## src/hdl/mpcb_pkg.sv

```systemverilog
// Shared types and constants for the masked planar-to-chunky blit unit.
package mpcb_pkg;

    localparam int PLANES      = 4;
    localparam int LANES       = 8;
    localparam int OUT_ADDR_W  = 18;
    localparam int COUNT_W     = 10;
    localparam int STRIDE_W    = 16;
    localparam int CFG_INDEX_W = 3;
    localparam int CFG_DATA_W  = 18;
    localparam int S_DATA_W    = 40;
    localparam int M_DATA_W    = 64;

    typedef enum logic [CFG_INDEX_W-1:0] {
        REG_DEST_BASE   = 3'd0,
        REG_ROW_BYTES   = 3'd1,
        REG_ROWS        = 3'd2,
        REG_LINE_STRIDE = 3'd3,
        REG_USE_MASK    = 3'd4
    } cfg_reg_t;

    typedef struct packed {
        logic [OUT_ADDR_W-1:0] dest_base;
        logic [COUNT_W-1:0]    row_bytes;
        logic [COUNT_W-1:0]    rows;
        logic [STRIDE_W-1:0]   line_stride;
        logic                  use_mask;
    } cfg_t;

    typedef struct packed {
        logic [OUT_ADDR_W-1:0] pixel_address;
        logic                  block_done;
    } loc_t;

endpackage

```

## src/hdl/mpcb_lane.sv

```systemverilog
// One pixel lane: gathers one bit from each plane into a nibble and forms its write enable.
module mpcb_lane
    import mpcb_pkg::*;
(
    input  logic [PLANES-1:0] plane_bits,
    input  logic              mask_bit,
    input  logic              use_mask,
    output logic [PLANES-1:0] nibble,
    output logic              enable
);

    assign nibble = plane_bits;
    // A set mask bit keeps the old pixel, but only while masking is on.
    assign enable = ~(use_mask & mask_bit);

endmodule

```

## src/hdl/mpcb_addr_gen.sv

```systemverilog
// Column and row counters that walk the rectangle and produce each item's address.
module mpcb_addr_gen
    import mpcb_pkg::*;
#(
    parameter int ADDR_W = 18
)
(
    input  logic clk,
    input  logic rst_n,
    input  cfg_t cfg,
    input  logic step,
    output loc_t loc
);

    logic [COUNT_W-1:0] column_reg, column_next;
    logic [COUNT_W-1:0] row_reg, row_next;
    logic [ADDR_W-1:0]  row_start_reg, row_start_next;

    logic [COUNT_W-1:0] width, height, column_inc, row_inc;
    logic [ADDR_W-1:0]  row_start, addr;
    logic               end_row, end_block;

    always_comb
    begin
        width  = (cfg.row_bytes == '0) ? COUNT_W'(1) : cfg.row_bytes;
        height = (cfg.rows == '0) ? COUNT_W'(1) : cfg.rows;
        // A new block latches the base address on its first item.
        row_start = (column_reg == '0 && row_reg == '0) ? ADDR_W'(cfg.dest_base)
                                                          : row_start_reg;
        // The memory size is a power of two, so wrapping is truncation.
        addr = row_start + ADDR_W'({column_reg, 3'b000});

        column_inc = column_reg + COUNT_W'(1);
        row_inc    = row_reg + COUNT_W'(1);
        end_row    = (column_inc == '0) || (column_inc >= width);
        end_block  = end_row && ((row_inc == '0) || (row_inc >= height));

        column_next    = column_reg;
        row_next       = row_reg;
        row_start_next = row_start_reg;
        if (step)
        begin
            row_start_next = row_start;
            column_next    = column_inc;
            if (end_row)
            begin
                column_next    = '0;
                row_next       = end_block ? '0 : row_inc;
                row_start_next = row_start + ADDR_W'(cfg.line_stride);
            end
        end

        loc.pixel_address = OUT_ADDR_W'(addr);
        loc.block_done    = end_block;
    end

    always_ff @(posedge clk or negedge rst_n)
    begin
        if (!rst_n)
        begin
            column_reg    <= '0;
            row_reg       <= '0;
            row_start_reg <= '0;
        end
        else
        begin
            column_reg    <= column_next;
            row_reg       <= row_next;
            row_start_reg <= row_start_next;
        end
    end

endmodule

```

## src/hdl/masked_planar_to_chunky_blit_unit.sv

```systemverilog
// Top level of the masked planar-to-chunky blit unit: config registers, lanes and output stage.
//
//  Channel   Direction  Transfer when           Payload
//  s_*       in         s_tvalid & s_tready     tdata: plane0..plane3, mask (8 bits each)
//  m_*       out        m_tvalid & m_tready     tdata: address, pixels, enables; tlast: done
//  cfg_*     in         cfg_valid & cfg_ready   cfg_index selects register, cfg_data value
//
// One item per cycle while not stalled; each result appears in the cycle after its input.
// Eight pixel lanes work in parallel and a single output register holds the result.
// s_tready is low only while a result waits and m_tready is low; cfg_ready is always high.
// Reset clears configuration, counters and the output valid flag.
// MEM_SIZE must be a power of two; addresses wrap by truncation.
module masked_planar_to_chunky_blit_unit
    import mpcb_pkg::*;
#(
    parameter int MEM_SIZE = 262144
)
(
    input  logic                   clk,
    input  logic                   rst_n,
    input  logic                   s_tvalid,
    output logic                   s_tready,
    // [7:0] plane0_bits, [15:8] plane1_bits, [23:16] plane2_bits,
    // [31:24] plane3_bits, [39:32] mask_bits
    input  logic [S_DATA_W-1:0]    s_tdata,
    output logic                   m_tvalid,
    input  logic                   m_tready,
    // [17:0] pixel_address, [49:18] pixels, [57:50] write_enable, [63:58] zero
    output logic [M_DATA_W-1:0]    m_tdata,
    output logic                   m_tlast,
    input  logic                   cfg_valid,
    output logic                   cfg_ready,
    input  logic [CFG_INDEX_W-1:0] cfg_index,
    input  logic [CFG_DATA_W-1:0]  cfg_data
);

    localparam int ADDR_W = $clog2(MEM_SIZE);

    cfg_t cfg_reg, cfg_next;
    loc_t loc;
    logic accept;

    logic [LANES*PLANES-1:0] pixels;
    logic [LANES-1:0]        enables;

    logic                  valid_reg, valid_next;
    logic [M_DATA_W-1:0]   data_reg;
    logic                  last_reg;

    assign cfg_ready = 1'b1;

    always_comb
    begin
        cfg_next = cfg_reg;
        if (cfg_valid)
        begin
            unique case (cfg_index)
                REG_DEST_BASE:   cfg_next.dest_base   = cfg_data;
                REG_ROW_BYTES:   cfg_next.row_bytes   = cfg_data[COUNT_W-1:0];
                REG_ROWS:        cfg_next.rows        = cfg_data[COUNT_W-1:0];
                REG_LINE_STRIDE: cfg_next.line_stride = cfg_data[STRIDE_W-1:0];
                REG_USE_MASK:    cfg_next.use_mask    = cfg_data[0];
                default:         cfg_next             = cfg_reg;
            endcase
        end
    end

    always_ff @(posedge clk or negedge rst_n)
    begin
        if (!rst_n)
            cfg_reg <= '0;
        else
            cfg_reg <= cfg_next;
    end

    assign s_tready = !valid_reg || m_tready;
    assign accept   = s_tvalid && s_tready;

    mpcb_addr_gen #(
        .ADDR_W (ADDR_W)
    ) u_addr_gen (
        .clk   (clk),
        .rst_n (rst_n),
        .cfg   (cfg_reg),
        .step  (accept),
        .loc   (loc)
    );

    // Lane b takes bit b of every plane; bit 7 is the leftmost pixel.
    for (genvar b = 0; b < LANES; b++)
    begin : g_lane
        mpcb_lane u_lane (
            .plane_bits ({s_tdata[3*LANES+b], s_tdata[2*LANES+b],
                          s_tdata[LANES+b], s_tdata[b]}),
            .mask_bit   (s_tdata[PLANES*LANES+b]),
            .use_mask   (cfg_reg.use_mask),
            .nibble     (pixels[PLANES*b +: PLANES]),
            .enable     (enables[b])
        );
    end

    assign valid_next = accept || (valid_reg && !m_tready);

    always_ff @(posedge clk or negedge rst_n)
    begin
        if (!rst_n)
            valid_reg <= 1'b0;
        else
            valid_reg <= valid_next;
    end

    always_ff @(posedge clk)
    begin
        if (accept)
        begin
            data_reg <= {6'b0, enables, pixels, loc.pixel_address};
            last_reg <= loc.block_done;
        end
    end

    assign m_tvalid = valid_reg;
    assign m_tdata  = data_reg;
    assign m_tlast  = last_reg;

endmodule

```

## config.mk

```make
export PLATFORM = sky130hd
export DESIGN_NAME = masked_planar_to_chunky_blit_unit
export DESIGN_NICKNAME = d
export VERILOG_FILES = /design/src/hdl/mpcb_pkg.sv /design/src/hdl/mpcb_lane.sv /design/src/hdl/mpcb_addr_gen.sv /design/src/hdl/masked_planar_to_chunky_blit_unit.sv
export SDC_FILE = /design/constraint.sdc
export NUM_CORES = 1
export LEC_CHECK = 0
export ABC_CLOCK_PERIOD_IN_PS = 4000
export BUFFER_PORTS_ARGS = -buffer_cell sky130_fd_sc_hd__buf_2
export CAP_MARGIN = 20
export CORE_MARGIN = 1.5
export CORE_UTILIZATION = 51
export CTS_CLUSTER_SIZE = 8
export DETAILED_ROUTE_END_ITERATION = 12
export HOLD_SLACK_MARGIN = 0.08
export PLACE_DENSITY = 0.76
export SKIP_LAST_GASP = 1
export SLEW_MARGIN = 20
export SYNTH_ARGS = -nofsm -noshare
export SYNTH_HDL_FRONTEND = slang
export SYNTH_SLANG_ARGS = --single-unit
```

## constraint.sdc

```tcl
create_clock -name clk -period 4 [get_ports clk]
set_input_delay 0.4 -clock clk [delete_from_list [all_inputs] [get_ports clk]]
set_output_delay 0.4 -clock clk [all_outputs]
set_load 0.03 [all_outputs]
```

==> metrics.txt, run 1 <==
largest family of logic cells by synthesized area compound AO/OA/AOI/OAI gates; DRT Pass-1 Iters 5; CTS tree yes; Fmax achieved 258 MHz; antenna violations before repair 0; Setup crit start u_addr_gen.column_reg[6]; Syn Area/Cell 11.1 um2; Max VDD drop 0.433 mV; fin. max-slew vios 0; Post-Synthesis Cell Area 8110 um2; Reg clk slew, reported paths 0.07 ns; mux cell area share after synthesis 9.41%; HP Class in2reg; crit path to u_addr_gen.row_start_reg[14]; layout cell share with drive strength beyond 1 31.5%; power share of the clock group 26.0%; Total Wirelength 18200 um; Hold Fails Final Rpt 0; critical path class reg2reg; Compound-Gate Fraction of Synth Area 12.1%; nets 1024; # IOs 134; Pleak 4.48 nW; Synth async-reset ratio 61.4%; Final setup violation count 0; H-tree Lvls 4; logic gate share of total power 39.6%; unrepaired setup endpoints after global routing yes; xor/xnor share of the synthesized area 4.21%; worst-skew pair later-pin latency 0.43 ns; FP Rows 45; pwr dens 632 nW/um2; total gr overflow 0; post-synthesis sequential area ratio 50.8%; slew margin rel. 34.2%; first-pass GRT wire length 29100 um; Post-Synth Simple-Gate Area 11.0%; DP HPWL 13600 um; critical path endpoint category flop; Area Growth Syn to Fin 22.7%; vias per cell 5.39; GP Congestion 0.925; Starting Density 52.8%; CP Launch Type flop; Required @ worst endpoint 4.31 ns; Yosys top cell by area dfrtp_1; most frequent cells after synthesis dfrtp_1, nand2_1, o21ai_0; clk_skew 0.0138 ns; R2R Path Start u_addr_gen.column_reg[6]; filler cell count 1188; IO buf count 126; largest net degree at the start of global routing 61; Die Area 16700 um2; vias in the first global route 5716; Routed Antenna Nets 0; Sw Ratio 36.2%; most common cell in the synthesized netlist dfrtp_1; Ant. Diodes 0; Synth Warn # 0; Net Switching 0.00228 W; Total Routing Usage GR 22.8%; ys flop type dfrtp_1; Reg-to-Reg End u_addr_gen.row_start_reg[14]; critical path arrival 4.19 ns; Critical Path Fanout Max 6; DR WL/cell 16.1 um; largest cells by area after synthesis dfrtp_1, edfxtp_1, ha_1; worst slew pin tran 0.983 ns; Final min period 3.88 ns; total number of vias 6082; max-cap viol count 0; status finished, final reports clean; Reg power frac 34.3%; number of flip-flops in the largest register 58; Synth top area share 29.0%; Longest Clk Path Bufs 2; root buffer cell clkbuf_16; Period Utilization, post-route 96.9%; Die Ht 129 um; post-synthesis adder-cell area fraction 8.36%; synthesized flop and latch total 153; EDFF count, synth 59; core area 15400 um2; Clock Sinks 153; Unique masters post-synth 67; Die W 129 um; Syn Inst Count 731; initial drt markers 360; DRC Markers 0; total negative slack 0 ns; cell count of the worst reg-to-reg path 14; hold_ws 0.149 ns; total CTS buffers 17; register-to-register setup slack 0.12 ns; internal power 0.00402 W
critical path, stage by stage (launching register included):
cell      delay [ns]
dfrtp_1         0.38
or4_4           0.57
nor4_4          0.18
buf_6           0.17
buf_4           0.14
mux2_2          0.35
ha_1            0.29
nor2b_1         0.15
o31a_1          0.27
o211ai_1        0.28
a21oi_1         0.14
or2_4           0.26
a31oi_4         0.19
mux2i_1         0.11
a211o_1         0.27
per-layer routing:
layer  wire length [um]  global-route usage [%]  part of all wire [%]
met1               8690                    32.4                    48
met2               7980                    34.9                    44
met3               1090                    4.46                   6.0
met4                393                    8.20                   2.2
met5                  0                       0                     0
what timing repair did:
item / 4_1_cts / 5_1_grt
setup buffers: 0 / 1
endpoints found under the hold margin: 18 / 0
gates resized for setup: 2 / 19
cloned: 0 / 0
pin swaps: 0 / 5
endpoints found under the setup margin: 4 / 13
hold buffers: 1 / 0
power by group through the flow:
stage	Sequential (W)	Clock [W]	Combinational, W
CTS	0.00215	0.00166	0.00241
detailed placement	0.00218	0	0.00238
global placement	0.00217	0	0.00234
floorplan	0.00230	0	0.00152
finish	0.00216	0.00164	0.00249
global route	0.00219	0.00174	0.00275
cell families (layout without fill, tap and decap cells):
family	Yosys count	after routing
buffers and inverters	72	254
multiplexers	69	69
AO/OA/AOI/OAI	156	156
flip-flops	153	153
XOR/XNOR	39	39
adder cells (fa/ha/maj)	53	53
AND/OR/NAND/NOR	187	187
other	2	7
cell type report:
cell class              count  area, um2  area share, %
flip-flops and latches    153       4130           41.4
multi-input cells         511       3770           37.8
repair buffers            178       1030           10.3
clock buffers              17        425           4.27
well taps                 211        264           2.65
clock inverters            15        178           1.78
inverters                  44        165           1.66
layout by cell type, fill, tap and decap left out, types with 17 or more instances in the layout:
master / instances
clkbuf_16: 17
inv_1: 42
edfxtp_1: 59
o21ai_0: 66
ha_1: 51
xnor2_1: 26
a21oi_1: 19
dfrtp_1: 93
buf_2: 125
mux2_2: 50
nor2_1: 30
nand2_1: 81
buf_4: 51
through the flow:
stage | power [W] | instance area, um2 | instances | utilization, % | setup WS, ns
floorplan | 0.00382 | 8130 | 736 | - | 0.0312
global placement | 0.00451 | 9240 | 1094 | 60.1 | 0.0394
detailed placement | 0.00456 | 9240 | 1094 | 60.1 | -0.000502
CTS | 0.00622 | 9860 | 1127 | 64.2 | -0.0279
global route | 0.00668 | 9950 | 1129 | 64.8 | -0.0975
finish | 0.00629 | 9950 | 1129 | 64.8 | 0.124
how the worst min path moves through the flow:
stage	cells after the start	slack (ns)	startpoint	end
after floorplan	0	0.10	rst_n	cfg_reg[0]
after global placement	2	0.46	u_addr_gen.row_start_reg[3]	u_addr_gen.row_start_reg[3]
after detailed placement	2	0.47	u_addr_gen.row_start_reg[3]	u_addr_gen.row_start_reg[3]
after CTS	1	0.13	s_tdata[27]	m_tdata[33]
after global routing	1	0.13	s_tdata[28]	m_tdata[37]
final	1	0.15	s_tdata[27]	m_tdata[33]
(Power assumes the default switching activity.)
==> run 2, diff against run 1 <==
- MAX_ROUTING_LAYER: not set -> met4
==> run 2 against run 1 <==
Net effect: die area stayed put; non-clock buffer count rose by 19; cell count up 1.7%; clock power hardly changed; combinational power increased by 12%; sequential cell count is the same; worst setup slack lost 0.069 ns; power grew 5.0%; design area rose by 3.8%; count of clock-buffer cells in the layout is the same.
==> metrics.txt, run 2 (synthesis gave the netlist of run 1 again) <==
filler cell count 1136 (-4.4%); most frequent cells in the layout buf_2, dfrtp_1, nand2_1, buf_4, o21ai_0; total CTS buffers 17 (unchanged); cell count of the worst reg-to-reg path 16 (+2); number of flip-flops in the largest register 58 (unchanged); GP Congestion 0.872 (-5.8%); Longest Clk Path Bufs 2 (unchanged); Period Utilization, post-route 98.6% (+1.7 points); DR WL/cell 17.1 um (+6.4%); clk_skew 0.00982 ns (-0.00397 ns); fin area 10300 um2 (+3.8%); vias in the first global route 5925 (+3.7%); Pleak 4.61 nW (+2.7%); worst slew pin tran 1.04 ns (+0.0583 ns); Ant. Diodes 0 (unchanged); fin. max-slew vios 0 (unchanged); critical path arrival 4.26 ns (+0.07 ns); total power 0.00661 W (+5.0%); total gr overflow 0 (unchanged); DP HPWL 14200 um (+4.3%); worst-skew pair later-pin latency 0.43 ns (about the same); Required @ worst endpoint 4.32 ns (about the same); Die Area 16700 um2 (unchanged); DRC Markers 0 (unchanged); Total Wirelength 19600 um (+8.2%); critical path class reg2reg; Clock Sinks 153 (unchanged); Reg clk slew, reported paths 0.07 ns (about the same); total number of vias 6200 (+1.9%); status finished, final reports clean; pwr dens 639 nW/um2 (+1.1%); Die W 129 um (unchanged); HP Class in2reg; Hold Fails Final Rpt 0 (unchanged); Fmax achieved 254 MHz (-1.7%); first-pass GRT wire length 29900 um (+2.9%); Non-Filler Instances 1148 (+1.7%); slew margin rel. 30.6% (-3.6 points); Total Routing Usage GR 24.3% (+1.6 points); placed inst area 9330 um2 (+1.0%); initial drt markers 339 (-5.8%); antenna violations before repair 0 (unchanged); CP Launch Type flop; Critical Path Fanout Max 5 (-1); Final setup violation count 0 (unchanged); Max VDD drop 0.366 mV (-15%); H-tree Lvls 4 (unchanged); FP Rows 45 (unchanged); hold depth 1 (unchanged); largest net degree at the start of global routing 77 (+26%); Starting Density 52.8% (unchanged); IO buf count 126 (unchanged); root buffer cell clkbuf_16; DRT Pass-1 Iters 5 (unchanged); unrepaired setup endpoints after global routing yes; # IOs 134 (unchanged); most common cell after layout, fill and taps aside buf_2; layout cell share with drive strength beyond 1 35.0% (+3.5 points); max-cap viol count 0 (unchanged); vias per cell 5.40 (+0.25%); Routed Antenna Nets 0 (unchanged); Area Growth Syn to Fin 27.4%; Register Area 4120 um2 (about the same); Placed Cells 1105 (+1.0%); critical path endpoint category flop; nets 1043 (+1.9%); Final min period 3.94 ns (+0.0685 ns); Die Ht 129 um (unchanged); CTS tree yes; core area 15400 um2 (unchanged); area of the multi-input gates 3950 um2 (+4.8%)
==> run 2: cell types whose count changed in the layout (fill, tap and decap cells not counted), sizes merged <==
cell    delta
clkinv     -1
buf       +19
inv        +1
==> run 2: area by class of cell <==
class	count	share of cell area, %
sequential	153	39.9
multi-input combinational	511	38.2
timing repair buffer	197	11.9
clock buffer	17	4.12
tap	211	2.55
clock inverter	15	1.71
inverter	44	1.60
==> run 2: metrics by stage <==
stage / hold slack (ns) / setup WS [ns] / utilization, % / TNS, ns
4_1_cts: 0.127 / -0.0532 / 64.8 / -0.0816
3_5_place_dp: 0.471 / -0.0643 / 60.7 / -0.177
5_1_grt: 0.125 / -0.103 / 67.3 / -0.182
6_report: 0.145 / 0.0558 / 67.3 / 0
2_1_floorplan: 0.104 / 0.0312 / - / 0
3_3_place_gp: 0.462 / 0.0151 / 60.7 / 0
==> run 2: worst paths after layout <==
check                                       startpoint                            to  slack [ns]
max                           u_addr_gen.column_reg[4]  u_addr_gen.row_start_reg[16]        0.06
max reg2reg                   u_addr_gen.column_reg[4]  u_addr_gen.row_start_reg[16]        0.06
max in group asynchronous                        rst_n      u_addr_gen.column_reg[0]        3.02
min                                        s_tdata[27]                   m_tdata[33]        0.15
min reg2reg                u_addr_gen.row_start_reg[6]   u_addr_gen.row_start_reg[6]        0.48
min in group asynchronous                        rst_n                   cfg_reg[32]        0.41
==> run 2: routing by layer <==
| metal | vias to the layer above | GRT usage [%] | routed length [um] |
|---|---|---|---|
| met5 | - | - | 0 |
| met4 | 0 | 9.12 | 381 |
| met3 | 27 | 5.53 | 1190 |
| met2 | 199 | 38.0 | 9210 |
| met1 | 2958 | 31.1 | 8860 |
| li1 | 3016 | - | - |
==> run 2: where the power goes <==
group | total [W] | internal (W) | switching [W]
registers | 0.00216 | 0.00199 | 0.000177
clock network | 0.00165 | 0.000945 | 0.000701
logic | 0.00280 | 0.00127 | 0.00153
==> run 2: worst max-delay path, stage by stage, from the launching register on <==
cell and delay, ns:
dfrtp_1 0.38, or4_4 0.57, nor4_4 0.31, buf_6 0.19, buf_6 0.14, mux2_4 0.32
ha_4 0.29, nand2_1 0.09, nor3_4 0.23, a21oi_2 0.09, buf_4 0.15, a2111oi_4 0.35
buf_4 0.18, o31ai_4 0.06, o31ai_1 0.24, a21oi_1 0.07, o21a_1 0.18
==> run 2: what timing repair did <==
action | CTS | global route
buffers inserted | 0 | 9
hold buffers | 0 | 1
pin swaps | 0 | 17
hold endpoints to repair | 0 | 20
resized for setup | 8 | 52
setup endpoints to repair | 7 | 13
cloned | 0 | 0
==> run 3, diff against run 2 <==
- CORE_UTILIZATION: 51 -> 52
- PLACE_DENSITY: 0.76 -> 0.77
- SYNTH_HIERARCHICAL: not set -> 1
==> run 3 against run 2 <==
Net effect: largest power group unchanged; non-clock buffer count is 29 lower; wire length shrank 4.5%; sequential share of layout area increased by 1.2 points.
==> metrics.txt, run 3 <==
status finished, final reports clean; Total Routing Usage GR 23.1% (-1.3 points); Fmax achieved 251 MHz (-1.0%); DP HPWL 13400 um (-6.1%); hold_ws 0.0665 ns (-0.0788 ns); total number of vias 6143 (-0.92%); pwr dens 727 nW/um2 (+14%); initial drt markers 515 (+52%); critical path class reg2reg; cell count of the worst reg-to-reg path 15 (-1); Clock Sinks 153 (unchanged); fin. max-slew vios 0 (unchanged); root buffer cell clkbuf_16; Area Growth Syn to Fin 19.5%; total power 0.00730 W (+10%); worst-skew pair later-pin latency 0.43 ns (about the same); # IOs 134 (unchanged); clk_skew 0.00658 ns (-0.00324 ns); Total Wirelength 18700 um (-4.5%); critical path arrival 4.35 ns (+0.09 ns); CP Launch Type flop; Reg clk slew, reported paths 0.07 ns (about the same); Critical Path Fanout Max 5 (unchanged); Synth top area share 28.0% (-0.99 points); number of flip-flops in the largest register 58 (unchanged); Ant. Diodes 0 (unchanged); Pleak 4.47 nW (-3.0%); largest net degree at the start of global routing 67 (-13%); GP Congestion 0.923 (+5.9%); DRT Pass-1 Iters 5 (unchanged); Post-Synthesis Cell Area 8400 um2 (+3.5%); synthesized flop and latch total 153 (unchanged); H-tree Lvls 4 (unchanged); Final setup violation count 0 (unchanged); CTS tree yes; worst slew pin tran 0.851 ns (-0.191 ns); Yosys top cell by area dfrtp_1; most frequent cells after synthesis dfrtp_1, mux2_2, edfxtp_1; nets 997 (-4.4%); Die Area 16900 um2 (+1.5%); core area 15800 um2 (+3.0%); EDFF count, synth 59 (unchanged); vias in the first global route 5797 (-2.2%); Longest Clk Path Bufs 2 (unchanged); DR WL/cell 16.9 um (-1.0%); cts hold-fix bufs 0 (unchanged); Die W 130 um (+0.74%); layout cell share with drive strength beyond 1 33.7% (-1.3 points); post-synthesis sequential area ratio 49.1% (-1.7 points); Max VDD drop 0.418 mV (+14%); Hold Fails Final Rpt 0 (unchanged); Required @ worst endpoint 4.37 ns (+0.05 ns); Final min period 3.98 ns (+0.0406 ns); Die Ht 130 um (+0.74%); slew margin rel. 43.3% (+13 points); Unique masters post-synth 66 (-1.5%); total CTS buffers 17 (unchanged); Synth Warn # 6 (+6); Syn Area/Cell 11.2 um2 (+1.2%); ys flop type dfrtp_1; unrepaired setup endpoints after global routing yes; HP Class in2async; max-cap viol count 0 (unchanged); antenna violations before repair 0 (unchanged); most common cell after layout, fill and taps aside buf_2; most common cell in the synthesized netlist dfrtp_1; total gr overflow 0 (unchanged); critical path endpoint category flop; Period Utilization, post-route 99.6% (+1.0 points); most frequent cells in the layout buf_2, dfrtp_1, mux2_2, edfxtp_1, nand2_1; FP Rows 46 (+2.2%); Syn Inst Count 748 (+2.3%); vias per cell 5.55 (+2.8%); total negative slack 0 ns (unchanged); first-pass GRT wire length 29000 um (-3.0%); IO buf count 126 (unchanged); Starting Density 53.1% (+0.28 points); Synth async-reset ratio 61.4% (unchanged); DRC Markers 0 (unchanged); largest cells by area after synthesis dfrtp_1, edfxtp_1, mux2_2; Routed Antenna Nets 0 (unchanged)
==> run 3: changes by cell type after synthesis, moves of 10 or more <==
| cell | previous run | this run |
|---|---|---|
| mux2_2 | 50 | 69 |
| nand2_1 | 81 | 58 |
| o21ai_0 | 67 | 29 |
| buf_4 | 7 | 41 |
| mux2i_1 | 17 | 7 |
==> run 3: area by class of cell <==
class / instances / area, um2
repair buffers: 168 / 998
inverters: 46 / 173
fillers: 1225 / 5790
clock inverters: 15 / 191
clock buffers: 17 / 425
flip-flops and latches: 153 / 4120
multi-input cells: 492 / 3850
well taps: 216 / 270
==> run 3: path summary, 6_finish.rpt <==
kind | from | end | slack (ns)
worst min register to register | cfg_reg[31] | cfg_reg[31] | 0.51
worst max-delay path | u_addr_gen/column_reg[3] | u_addr_gen/row_start_reg[13] | 0.02
max in group asynchronous | rst_n | cfg_reg[12] | 3.05
worst min-delay path | rst_n | u_addr_gen/row_reg[9] | 0.07
min in group clk | s_tdata[21] | m_tdata[40] | 0.14
worst max register to register | u_addr_gen/column_reg[3] | u_addr_gen/row_start_reg[13] | 0.02
==> run 3: repair_timing <==
| item | CTS | global route |
|---|---|---|
| buffers inserted | 0 | 8 |
| cloned | 0 | 1 |
| resized for setup | 1 | 25 |
| setup endpoints to repair | 2 | 5 |
| hold endpoints to repair | 0 | 0 |
| pin swaps | 1 | 11 |
==> run 3: metal layers <==
layer	GRT usage, %	share of wire, %	up-vias
li1	-	-	2923
met1	29.8	45	2943
met2	36.1	46	240
met3	5.08	7.3	37
met4	7.91	1.9	0
met5	-	0	-
==> run 3: critical path, stage by stage (launching register included) <==
cell	delay (ns)
dfrtp_1	0.38
or3_1	0.43
nor4_4	0.26
buf_4	0.19
buf_12	0.13
mux2i_1	0.24
inv_1	0.11
ha_1	0.32
a211oi_2	0.28
o21ai_0	0.19
a211oi_2	0.26
nor3b_1	0.08
o41ai_1	0.47
xor2_1	0.17
a211oi_1	0.29
a21o_1	0.11
==> run 3: logic make-up (layout without fill, tap and decap cells) <==
group / after synthesis / count (layout) / synth area share (%)
xor gates and xnor gates: 36 / 36 / 3.76
buffers and inverters: 108 / 246 / 6.91
and+or+nand+nor: 182 / 182 / 11.1
adders and majority gates: 53 / 53 / 8.08
muxes: 76 / 76 / 10.1
other: 2 / 7 / 0.0894
DFF: 153 / 153 / 49.1
AOI/OAI and AO/OA: 138 / 138 / 10.9
==> run 3: where the power goes <==
| group | switching [W] | total (W) | leakage, nW | internal, W |
|---|---|---|---|---|
| Combinational | 0.00189 | 0.00339 | 2.49 | 0.00150 |
| Sequential | 0.000193 | 0.00224 | 1.69 | 0.00205 |
| Clock | 0.000674 | 0.00167 | 0.291 | 0.000996 |
==> run 3: stage by stage <==
step / area (um2) / setup WS, ns / std cells / util [%]
2_1_floorplan: 8420 / 0.0450 / 753 / -
3_3_place_gp: 9190 / 0.133 / 1066 / 58.1
3_5_place_dp: 9190 / 0.0404 / 1066 / 58.1
4_1_cts: 9820 / 0.00155 / 1098 / 62.0
5_1_grt: 10000 / -0.203 / 1107 / 63.4
6_report: 10000 / 0.0152 / 1107 / 63.4
